**config.mk**
```make
export PLATFORM = sky130hd
export DESIGN_NAME = premultiplied_pixel_packer_top
export DESIGN_NICKNAME = d
export VERILOG_FILES = /design/src/design/ppp_pkg.sv /design/src/design/ppp_lane.sv /design/src/design/premultiplied_pixel_packer_top.sv
export SDC_FILE = /design/constraint.sdc
export NUM_CORES = 2
export LEC_CHECK = 0
export BUFFER_PORTS_ARGS = -buffer_cell sky130_fd_sc_hd__buf_4
export CELL_PAD_IN_SITES_DETAIL_PLACEMENT = 0
export CELL_PAD_IN_SITES_GLOBAL_PLACEMENT = 1
export CORE_AREA = 2 2 384 386
export CTS_CLUSTER_SIZE = 24
export DETAILED_ROUTE_END_ITERATION = 12
export DIE_AREA = 0 0 386 388
export PLACE_DENSITY_LB_ADDON = 0.12
export SLEW_MARGIN = 20
export SYNTH_ARGS = -nofsm -noshare
export SYNTH_HDL_FRONTEND = slang
export SYNTH_SLANG_ARGS = --single-unit
```
**constraint.sdc**
```tcl
create_clock -name clk -period 14.75 [get_ports clk]
set_clock_uncertainty 0.15 [all_clocks]
set_input_delay 1.475 -clock clk [delete_from_list [all_inputs] [get_ports clk]]
set_output_delay 1.475 -clock clk [all_outputs]
set_load 0.005 [all_outputs]
```
**src/design/ppp_pkg.sv**
```systemverilog
// Shared constants, types and helper functions for the premultiplied pixel packer.
// Used by ppp_lane and premultiplied_pixel_packer_top; depends on nothing else.
package ppp_pkg;

	// Width of the packed output word and of the stored channel masks.
	localparam int WORD_WIDTH = 32;
	// Configuration data width: the widest register.
	localparam int CFG_DATA_W = 32;
	localparam int CFG_IDX_W  = 2;

	// Widths derived from the word width.
	localparam int CNT_W  = $clog2(WORD_WIDTH + 1);
	localparam int POS_W  = $clog2(WORD_WIDTH);
	localparam int KW     = WORD_WIDTH - 7;
	localparam int HI_W   = 8 + KW;
	localparam int PROD_W = 16;

	// Register indexes on the configuration port.
	localparam logic [CFG_IDX_W-1:0] CFG_RED_BITS   = 2'd0;
	localparam logic [CFG_IDX_W-1:0] CFG_GREEN_BITS = 2'd1;
	localparam logic [CFG_IDX_W-1:0] CFG_BLUE_BITS  = 2'd2;
	localparam logic [CFG_IDX_W-1:0] CFG_ALPHA_EN   = 2'd3;

	// Reset values of the configuration registers, cut to the word.
	localparam logic [WORD_WIDTH-1:0] RED_BITS_RESET   = WORD_WIDTH'(32'h00FF_0000);
	localparam logic [WORD_WIDTH-1:0] GREEN_BITS_RESET = WORD_WIDTH'(32'h0000_FF00);
	localparam logic [WORD_WIDTH-1:0] BLUE_BITS_RESET  = WORD_WIDTH'(32'h0000_00FF);
	localparam logic                  ALPHA_EN_RESET   = 1'b1;

	// Field width (popcount) and position (lowest set bit) of one mask.
	typedef struct packed {
		logic [CNT_W-1:0] width;
		logic [POS_W-1:0] pos;
	} lane_info_t;

	// Width and position of a mask; a zero mask gives width zero.
	function automatic lane_info_t mask_info(input logic [WORD_WIDTH-1:0] m);
		lane_info_t info;
		info.width = '0;
		info.pos   = '0;
		for (int i = 0; i < WORD_WIDTH; i++) begin
			info.width = info.width + CNT_W'(m[i]);
		end
		for (int i = WORD_WIDTH - 1; i >= 0; i--) begin
			if (m[i]) begin
				info.pos = POS_W'(i);
			end
		end
		return info;
	endfunction

	// Exact floor(x / 255) for any 16-bit x below 65280, where the quotient fits in eight bits.
	function automatic logic [7:0] div255(input logic [PROD_W-1:0] x);
		logic [PROD_W:0] acc;
		acc = (PROD_W+1)'(x) + (PROD_W+1)'(x[15:8]) + (PROD_W+1)'(1);
		return acc[15:8];
	endfunction

	// floor(2^w / 255): the sum of 2^(w - 8j) over every j >= 1 with 8j <= w.
	function automatic logic [KW-1:0] scale_k(input logic [CNT_W-1:0] w);
		logic [KW-1:0] k;
		k = '0;
		for (int j = 1; j <= WORD_WIDTH / 8; j++) begin
			if (int'(w) >= 8 * j) begin
				k = k | (KW'(1) << (int'(w) - 8 * j));
			end
		end
		return k;
	endfunction

endpackage

```
**src/design/ppp_lane.sv**
```systemverilog
// One channel of the packer: rescales an 8-bit value to its mask width and places it.
// Depends on ppp_pkg for widths, lane_info_t, div255 and scale_k.
module ppp_lane import ppp_pkg::*; (
	input  logic                  clk,
	input  logic [7:0]            pix,
	input  lane_info_t            info,
	output logic [WORD_WIDTH-1:0] field
);

	// With 2^w = 255*k + 2^m, (p*(2^w-1)+127)/255 = p*k + (p*(2^m-1)+127)/255.
	logic [HI_W-1:0]   hi_s4;
	logic [PROD_W-1:0] lo_s4;
	logic [7:0]        lo_quot;
	logic [HI_W-1:0]   scaled;

	// Stage four: the wide product and the small remainder numerator.
	always_ff @(posedge clk) begin
		hi_s4 <= HI_W'(pix) * HI_W'(scale_k(info.width));
		lo_s4 <= (PROD_W'(pix) << info.width[2:0]) - PROD_W'(pix) + PROD_W'(127);
	end

	// Finish the division, then shift the field to the mask's lowest set bit.
	always_comb begin
		lo_quot = div255(lo_s4);
		scaled  = hi_s4 + HI_W'(lo_quot);
		field   = WORD_WIDTH'(scaled) << info.pos;
	end

endmodule

```
**src/design/premultiplied_pixel_packer_top.sv**
```systemverilog
// Top level of the premultiplied pixel packer: premultiply, rescale and pack one pixel.
// Depends on ppp_pkg and instantiates ppp_lane for red, green, blue and alpha.
//
//  Channel  Signals                                   Handshake
//  -------  ----------------------------------------  ------------------------------
//  config   cfg_we, cfg_index, cfg_wdata              write at each edge with cfg_we
//  pixel    start, busy, red/green/blue/alpha_in      beat taken when start && !busy
//  result   done, packed_pixel                        one-cycle strobe, no back-pressure
//
// One pixel beat is taken every clock; busy is always low.
// A beat taken at one edge passes through each stage register in turn to packed_pixel,
// which it reaches with done high. Stages: input capture, premultiply product,
// divide by 255, rescale product, rescale finish and pack.
// Reset loads the documented mask and alpha enable values and clears all valid bits.
// The result side cannot stall, so the pipeline advances every cycle.
module premultiplied_pixel_packer_top import ppp_pkg::*; (
	input  logic                  clk,
	input  logic                  arst_n,
	input  logic                  cfg_we,
	input  logic [CFG_IDX_W-1:0]  cfg_index,
	input  logic [CFG_DATA_W-1:0] cfg_wdata,
	input  logic                  start,
	output logic                  busy,
	input  logic [7:0]            red_in,
	input  logic [7:0]            green_in,
	input  logic [7:0]            blue_in,
	input  logic [7:0]            alpha_in,
	output logic                  done,
	output logic [WORD_WIDTH-1:0] packed_pixel
);

	// Configuration registers.
	logic [WORD_WIDTH-1:0] red_bits_q;
	logic [WORD_WIDTH-1:0] green_bits_q;
	logic [WORD_WIDTH-1:0] blue_bits_q;
	logic                  alpha_en_q;

	// Mask geometry, recomputed from the registers every cycle.
	lane_info_t            red_info_q;
	lane_info_t            green_info_q;
	lane_info_t            blue_info_q;
	lane_info_t            alpha_info_q;
	logic [WORD_WIDTH-1:0] alpha_mask;
	lane_info_t            alpha_info_d;

	// Pipeline.
	logic                  vld_s1, vld_s2, vld_s3, vld_s4, vld_s5;
	logic [7:0]            r_s1, g_s1, b_s1, a_s1;
	logic [PROD_W-1:0]     r_s2, g_s2, b_s2;
	logic [7:0]            a_s2;
	logic [7:0]            r_s3, g_s3, b_s3, a_s3;
	logic [WORD_WIDTH-1:0] red_field, green_field, blue_field, alpha_field;
	logic [WORD_WIDTH-1:0] packed_s5;

	assign busy = 1'b0;

	// Register writes from the configuration port.
	always_ff @(posedge clk or negedge arst_n) begin
		if (!arst_n) begin
			red_bits_q   <= RED_BITS_RESET;
			green_bits_q <= GREEN_BITS_RESET;
			blue_bits_q  <= BLUE_BITS_RESET;
			alpha_en_q   <= ALPHA_EN_RESET;
		end else if (cfg_we) begin
			case (cfg_index)
				CFG_RED_BITS: begin
					red_bits_q <= WORD_WIDTH'(cfg_wdata);
				end
				CFG_GREEN_BITS: begin
					green_bits_q <= WORD_WIDTH'(cfg_wdata);
				end
				CFG_BLUE_BITS: begin
					blue_bits_q <= WORD_WIDTH'(cfg_wdata);
				end
				CFG_ALPHA_EN: begin
					alpha_en_q <= cfg_wdata[0];
				end
				default: begin
				end
			endcase
		end
	end

	// Alpha takes the bits left free by the color masks; disabled alpha gets width zero.
	always_comb begin
		alpha_mask   = ~(red_bits_q | green_bits_q | blue_bits_q);
		alpha_info_d = mask_info(alpha_mask);
		if (!alpha_en_q) begin
			alpha_info_d.width = '0;
		end
	end

	// Geometry is registered and read only by the lanes in stages four and five, so it settles in time.
	always_ff @(posedge clk) begin
		red_info_q   <= mask_info(red_bits_q);
		green_info_q <= mask_info(green_bits_q);
		blue_info_q  <= mask_info(blue_bits_q);
		alpha_info_q <= alpha_info_d;
	end

	// Valid bits travel with the data.
	always_ff @(posedge clk or negedge arst_n) begin
		if (!arst_n) begin
			vld_s1 <= 1'b0;
			vld_s2 <= 1'b0;
			vld_s3 <= 1'b0;
			vld_s4 <= 1'b0;
			vld_s5 <= 1'b0;
		end else begin
			vld_s1 <= start && !busy;
			vld_s2 <= vld_s1;
			vld_s3 <= vld_s2;
			vld_s4 <= vld_s3;
			vld_s5 <= vld_s4;
		end
	end

	// Stage one captures the pixel; stage two forms c*a + 127.
	always_ff @(posedge clk) begin
		r_s1 <= red_in;
		g_s1 <= green_in;
		b_s1 <= blue_in;
		a_s1 <= alpha_in;
		r_s2 <= PROD_W'(r_s1) * PROD_W'(a_s1) + PROD_W'(127);
		g_s2 <= PROD_W'(g_s1) * PROD_W'(a_s1) + PROD_W'(127);
		b_s2 <= PROD_W'(b_s1) * PROD_W'(a_s1) + PROD_W'(127);
		a_s2 <= a_s1;
	end

	// Stage three divides by 255 to give the premultiplied colors.
	always_ff @(posedge clk) begin
		r_s3 <= div255(r_s2);
		g_s3 <= div255(g_s2);
		b_s3 <= div255(b_s2);
		a_s3 <= a_s2;
	end

	// Stages four and five: one rescaling lane per channel.
	ppp_lane u_red_lane (
		.clk   (clk),
		.pix   (r_s3),
		.info  (red_info_q),
		.field (red_field)
	);

	ppp_lane u_green_lane (
		.clk   (clk),
		.pix   (g_s3),
		.info  (green_info_q),
		.field (green_field)
	);

	ppp_lane u_blue_lane (
		.clk   (clk),
		.pix   (b_s3),
		.info  (blue_info_q),
		.field (blue_field)
	);

	ppp_lane u_alpha_lane (
		.clk   (clk),
		.pix   (a_s3),
		.info  (alpha_info_q),
		.field (alpha_field)
	);

	// Stage five merges the channel fields into the output word.
	always_ff @(posedge clk) begin
		packed_s5 <= red_field | green_field | blue_field | alpha_field;
	end

	assign done         = vld_s5;
	assign packed_pixel = packed_s5;

endmodule
```
Yosys cells after proc, flatten, opt, wreduce, memory -nomap -nowiden
Cells that the tools add are included.

Output and inout port bits: 34. Word-level logic and storage cells: 452. Latch bits: 0. Memory bits (writable): 0. Bits in read-only memories: 0. Bits in registers: 490. Memories kept: 0. Input port bits: 70.

Magnitude comparators: 16. Muxes and demuxes: 140. Shifts and indexed selects: 24. Eq/ne operators: 3. Multipliers: 7. Bitwise gates (word level): 18. Reductions and logical operators: 21. Div/mod/pow operators: 0. $add $sub $neg: 169.

Operators by type and width (number): adder 6 x 1 -> 6 bit (104); left shift 1 x 32 -> 25 bit (first input constant) (16); 2-to-1 mux 25 bit (16); 2-to-1 mux 5 bit (64); bitwise OR 25 bit (12); bitwise OR 32 bit (5); adder 32 x 8 -> 32 bit (4); multiplier 8 x 25 -> 32 bit (4); 2-to-1 mux 4 bit (32); left shift 32 x 5 -> 32 bit (4); adder 16 x 1 -> 16 bit (second input constant) (7); adder 16 x 7 -> 16 bit (second input constant) (7); adder 16 x 8 -> 16 bit (7); OR reduction 16 bit (4); left shift 8 x 3 -> 16 bit (4); subtractor 16 x 8 -> 16 bit (4); subtractor 6 x 5 -> 7 bit (second input constant) (8); greater-or-equal comparator 6 x 5 -> 1 bit (second input constant) (8); multiplier 8 x 8 -> 16 bit (3); 2-to-1 mux 3 bit (16); NOT 32 bit (1); OR reduction 8 bit (4); subtractor 6 x 4 -> 7 bit (second input constant) (4); subtractor 6 x 6 -> 7 bit (second input constant) (4); other kinds (15) (56).

Depth between registers and ports, before layout
Depth after elaboration: 34. Depth in mapped cells: 33. Depth with buffers taken out: 31.

By module
A second synthesis with hierarchy kept.

Cells, all modules: 7985. Area total of the unflattened synthesis: 67679.9 µm².

By module, submodules not included: premultiplied_pixel_packer_top (cells an instance 1909, sequential area each 6507.5 µm², times used 1, area an instance 19835.3 µm²); ppp_lane (u_alpha_lane) (cells an instance 1552, sequential area each 960.9 µm², times used 1, area an instance 12171.7 µm²); ppp_lane (u_green_lane) (cells an instance 1525, sequential area each 960.9 µm², times used 1, area an instance 12109.1 µm²); ppp_lane (u_blue_lane) (cells an instance 1534, sequential area each 960.9 µm², times used 1, area an instance 11966.5 µm²); ppp_lane (u_red_lane) (cells an instance 1465, sequential area each 960.9 µm², times used 1, area an instance 11597.4 µm²).

Worst setup path after synthesis
OpenSTA, ideal clock, no wires.

Kind: register to register. Start point: register blue_info_q[6] (netlist bit). End point: register u_blue_lane.hi_s4[30]. Period minus slack after synthesis: 7.333 ns. Required time: 14.528 ns. Setup slack: 7.417 ns. Arrival: 7.111 ns. Setup time: 0.072 ns. Stages on the path, launching flop included: 33. Buffers on the path: 3. Cells stage by stage: dfxtp_1 clkbuf_1 or2_2 clkbuf_1 or3_1 o21ai_0 nand3_1 o21a_1 mux2i_1 nor2b_1 inv_1 clkbuf_1 nor2_1 nand2_1 fa_1 fa_1 inv_1 fa_1 inv_1 fa_1 inv_1 ha_1 o21a_1 o21ai_0 o31ai_1 o311a_1 a221oi_1 o21ai_0 a41o_1 nor3_1 o21bai_1 a21oi_1 xnor2_1.

Word-level cells in the longest chain between the ends: 10. Elaborated cells between the ends (all ways): 20. Classes of those cells: 4 x add/sub; 1 x mul; 4 x order compare; 4 x shift; 4 x mux; 3 x bitwise.

RTL lines: start: declaration (RTL line premultiplied_pixel_packer_top.sv:41) `lane_info_t blue_info_q;`; start signal: assignment (RTL line premultiplied_pixel_packer_top.sv:97) `blue_info_q <= mask_info(blue_bits_q);`; subtractor 6 x 4 -> 7 bit (RTL line ppp_pkg.sv:65) `k = k | (KW'(1) << (int'(w) - 8 * j));`; left shift 1 x 32 -> 25 bit (RTL line ppp_pkg.sv:65); 2-to-1 mux 25 bit (RTL line ppp_pkg.sv:64) `if (int'(w) >= 8 * j) begin`; bitwise OR 25 bit (RTL line ppp_pkg.sv:65); 2-to-1 mux 25 bit (RTL line ppp_pkg.sv:64); bitwise OR 25 bit (RTL line ppp_pkg.sv:65); 2-to-1 mux 25 bit (RTL line ppp_pkg.sv:64); bitwise OR 25 bit (RTL line ppp_pkg.sv:65); 2-to-1 mux 25 bit (*) (RTL line ppp_pkg.sv:64); multiplier 8 x 25 -> 32 bit (*) (RTL line ppp_lane.sv:18) `hi_s4 <= HI_W'(pix) * HI_W'(scale_k(info.width));`; end signal: assignment (RTL line ppp_lane.sv:18); end: declaration (RTL line ppp_lane.sv:11) `logic [HI_W-1:0] hi_s4;`.

Mark *: on every way between the ends. The rest lies on a longest branch, timed or not. A chain may end at the register's enable or synchronous reset.

Worst setup path in the final report
Start point: register alpha_info_q[7] (netlist bit). End point: register u_alpha_lane.hi_s4[30].

Word-level cells in the longest chain between the ends: 10. Elaborated cells between the ends (all ways): 20. Classes of those cells: 4 x add/sub; 1 x mul; 4 x order compare; 4 x shift; 4 x mux; 3 x bitwise.

RTL lines: start: declaration (RTL line premultiplied_pixel_packer_top.sv:42) `lane_info_t alpha_info_q;`; start signal: assignment (RTL line premultiplied_pixel_packer_top.sv:98) `alpha_info_q <= alpha_info_d;`; subtractor 6 x 4 -> 7 bit (RTL line ppp_pkg.sv:65); left shift 1 x 32 -> 25 bit (RTL line ppp_pkg.sv:65); 2-to-1 mux 25 bit (RTL line ppp_pkg.sv:64); bitwise OR 25 bit (RTL line ppp_pkg.sv:65); 2-to-1 mux 25 bit (RTL line ppp_pkg.sv:64); bitwise OR 25 bit (RTL line ppp_pkg.sv:65); 2-to-1 mux 25 bit (RTL line ppp_pkg.sv:64); bitwise OR 25 bit (RTL line ppp_pkg.sv:65); 2-to-1 mux 25 bit (*) (RTL line ppp_pkg.sv:64); multiplier 8 x 25 -> 32 bit (*) (RTL line ppp_lane.sv:18); end signal: assignment (RTL line ppp_lane.sv:18); end: declaration (RTL line ppp_lane.sv:11).

Marked as above.

==> run summary <==
Sequential-to-total area share from yosys stat: 15.8%
Net Count, Synth: 9106
Buffers and inverters on the worst path: 4
Hold Path Class: reg -> reg
Setup tns final: 0 ns
WL/cell: 21.4 um
CP max FO: 43
Total grt overflow: 0
Vias in the first global route: 55340
Max Freq: 109 MHz
Cells after synthesis: 7721
Power Density: 226 nW/um^2
Largest net degree at the start of global routing: 71
Tightest Pin Transition: 1.26 ns
Pwr Total: 15900 uW
Switch share: 53.8%
Non-Filler Instances: 9589
Gp weighted congestion: 0.995
Largest stage delay, worst path: 0.79 ns
Yosys warning total: 0
Critical Path End Type: flip-flop
Flop and latch count out of synthesis: 490
CP Launch Type: flip-flop
Hold Fails Final Rpt: 0
All-Layer GR Usage: 27.5%
Largest area contributor in the netlist: fa_1
Fin nets: 8996
Number of gates resized after cts: 0
Total CTS buffers: 68
Core area: 145000 sq um
Tcrit/Tclk final: 62.2%
Filler cells: 14224
Dominant cells by area after synthesis: fa_1, dfxtp_1, ha_1
Postcts setup bufs: 0
WL final: 205 mm
Cts hold-fix bufs: 0
Crit path required time: 15.18 ns
Post-route DRC: 0
WHS: 0.203 ns
Placed insts: 9458
Fin. max-slew vios: 0
Number of flops mapped to enable cells by yosys: 0
Seq pwr share: 15.2%
Crit-path slowest cell: nand2_1
Initial DRC Count: 3952
Via density per instance: 5.76
Clk buf depth: 3
DP HPWL: 162 mm
Final worst path period need: 9.17 ns
Maximum VDD drop: 0.000365 V
Leak: 0.0327 uW
PortBufs: 102
Yosys cell types: 92
Net Sw Power: 8540 uW
Initial antenna violation count: 18
CTS tree: done
Slew Limit Headroom: 14.6%
Max_cap viols: 0
Multi-input gate area: 49300 sq um
Num Clock Sinks: 490
Critical path's top delay family: simple AND/OR/NAND/NOR gates
First-pass GRT wire length: 321 mm
Main flop type after synthesis: dfxtp_1
Via count: 55200
Cell mode on critical path: fa_1
Clock-pin slew on the worst setup and hold paths: 0.05 ns
Number of iterations in the first detailed-routing pass: 6
Mapped Avg Cell Area: 8.46 sq um
Die area: 150000 sq um
RSZ-0062 raised after global routing: no
Synthesized area: 65300 sq um
Core Rows: 140
Root buf cell: clkbuf_16
Internal power: 7320 uW
Synth top area share: 23.8%
Syn-to-layout area delta: 7.53%
Final Util: 48.4%
Outcome: completed
Number of routed nets with antenna violations: 0
H-tree level count: 3
Power share of the combinational group: 73.9%
Chip height: 388 um
Asr flop ratio synth: 20.8%
Final setup violation count: 0
Share of layout cells above drive strength 1: 7.21%
IO Pins: 104
Worst-skew pair later-pin latency: 0.69 ns
Die X: 386 um
Critical path class: reg -> reg
Sequential Area: 10400 sq um
WP data arrival: 9.61 ns
Clock share of power: 10.9%
Starting Density: 45.0%
[sequential cells by signal, summed over array words and instances, names as in the netlist, 11 cells and up]
register and flops:
alpha_info_q 11, b_s2 16, blue_bits_q 32, blue_info_q 11, g_s2 16, green_bits_q 32, green_info_q 11, packed_pixel 32
r_s2 16, red_bits_q 32, red_info_q 11, u_alpha_lane.hi_s4 32, u_alpha_lane.lo_s4 16, u_blue_lane.hi_s4 32, u_blue_lane.lo_s4 16, u_green_lane.hi_s4 32
u_green_lane.lo_s4 16, u_red_lane.hi_s4 32, u_red_lane.lo_s4 16
[final timing paths]
check                                start                endpoint  slack [ns]  depth (start not counted)
max                        alpha_info_q[7]  u_alpha_lane.hi_s4[30]        5.58                         28
min                                 vld_s3                  vld_s4        0.20                          0
max reg2reg                alpha_info_q[7]  u_alpha_lane.hi_s4[30]        5.58                         28
min reg2reg                         vld_s3                  vld_s4        0.20                          0
max in group asynchronous           arst_n         green_bits_q[2]       12.57                          2
min in group asynchronous           arst_n         blue_bits_q[25]        0.58                          1
[power groups by stage]
stage               Clock [uW]  Combinational (uW)  Sequential, uW
finish                    1740               11700            2410
global route              1840               13100            2460
CTS                       1790               11800            2400
detailed placement           0               11700            2430
global placement             0               11600            2420
floorplan                    0                8020            2130
[cells in the final DEF, fill, tap and decap left out, drive strengths merged, types with 21 or more instances in the layout]
cell	netlist	final
buf	46	209
clkbuf	343	95
clkinv	14	25
o31ai	26	26
nand2b	47	47
a31oi	30	30
a21o	78	78
mux2i	136	136
a211oi	73	73
dfstp	25	25
xnor2	244	244
nand2	678	678
dfrtp	77	77
o21ai	249	249
mux2	134	134
a22oi	29	29
or3	39	39
a311oi	26	26
xor2	74	74
nor4	113	113
nor2	418	418
o21a	113	113
o21bai	57	57
nor3	523	523
o22ai	41	41
or2	29	29
a21oi	299	299
nand3	133	133
fa	778	778
ha	537	537
dfxtp	388	388
nor2b	71	71
o41ai	21	21
and2	207	207
nand4	49	49
and3	109	109
inv	1098	1105
o211ai	53	53
[cells by family (layout without fill, tap and decap cells)]
logic type	after synthesis	in the layout	share of synthesized area [%]
multiplexers	281	281	4.77
buffers and inverters	1501	1445	8.66
adder cells (fa/ha/maj)	1315	1315	34.1
XOR/XNOR	318	318	4.26
other	1	8	0.00574
AND/OR/NAND/NOR	2480	2480	18.5
flip-flops	490	490	15.8
AO/OA/AOI/OAI	1335	1335	13.8
[synth_stat cells (all sizes together) (29+ instances only)]
| cell type | count |
|---|---|
| a31oi | 30 |
| nor2 | 418 |
| o211ai | 53 |
| nor3 | 523 |
| ha | 537 |
| clkbuf | 343 |
| dfxtp | 388 |
| o21ai | 249 |
| a22oi | 29 |
| or3 | 39 |
| nand3 | 133 |
| xor2 | 74 |
| or2 | 29 |
| buf | 46 |
| nor4 | 113 |
| o21bai | 57 |
| o22ai | 41 |
| nand4 | 49 |
| dfrtp | 77 |
| mux2 | 134 |
| mux2i | 136 |
| inv | 1098 |
| fa | 778 |
| a21oi | 299 |
| nand2b | 47 |
| a21o | 78 |
| a211oi | 73 |
| and3 | 109 |
| nand2 | 678 |
| nor2b | 71 |
| xnor2 | 244 |
| and2 | 207 |
| o21a | 113 |
[per-stage QoR]
step	instance area, sq um	worst slack, ns
floorplan	65300	7.42
global placement	67800	5.88
detailed placement	67800	5.83
CTS	70200	5.76
global route	70200	4.94
finish	70200	5.58
[layout make-up]
type | instances | share of cell area [%]
multi-input combinational | 5730 | 70.2
inverter | 1112 | 5.94
sequential | 490 | 14.7
tap | 1917 | 3.42
clock buffer | 95 | 2.80
antenna | 7 | 0.0249
clock inverter | 29 | 0.588
timing repair buffer | 209 | 2.23
[worst reg2reg max path, delay by kind of cell, from the launching register on]
| kind | cells | cell delay, ns |
|---|---|---|
| AOI/OAI and AO/OA | 10 | 2.80 |
| DFF | 1 | 0.29 |
| and+or+nand+nor | 8 | 3.20 |
| adders and majority gates | 5 | 2.12 |
| xor gates and xnor gates | 1 | 0.13 |
| buffers and inverters | 4 | 0.41 |
[metal layers]
layer / share of wire (%) / vias up / wire length, um / GRT usage (%)
met2: 45 / 1837 / 92400 / 43.0
met1: 44 / 27147 / 89700 / 37.4
li1: - / 25864 / - / -
met3: 7.9 / 342 / 16300 / 6.31
met4: 3.4 / 10 / 6990 / 8.91
met5: 0.027 / - / 56 / 0
(Power assumes the default switching activity.)
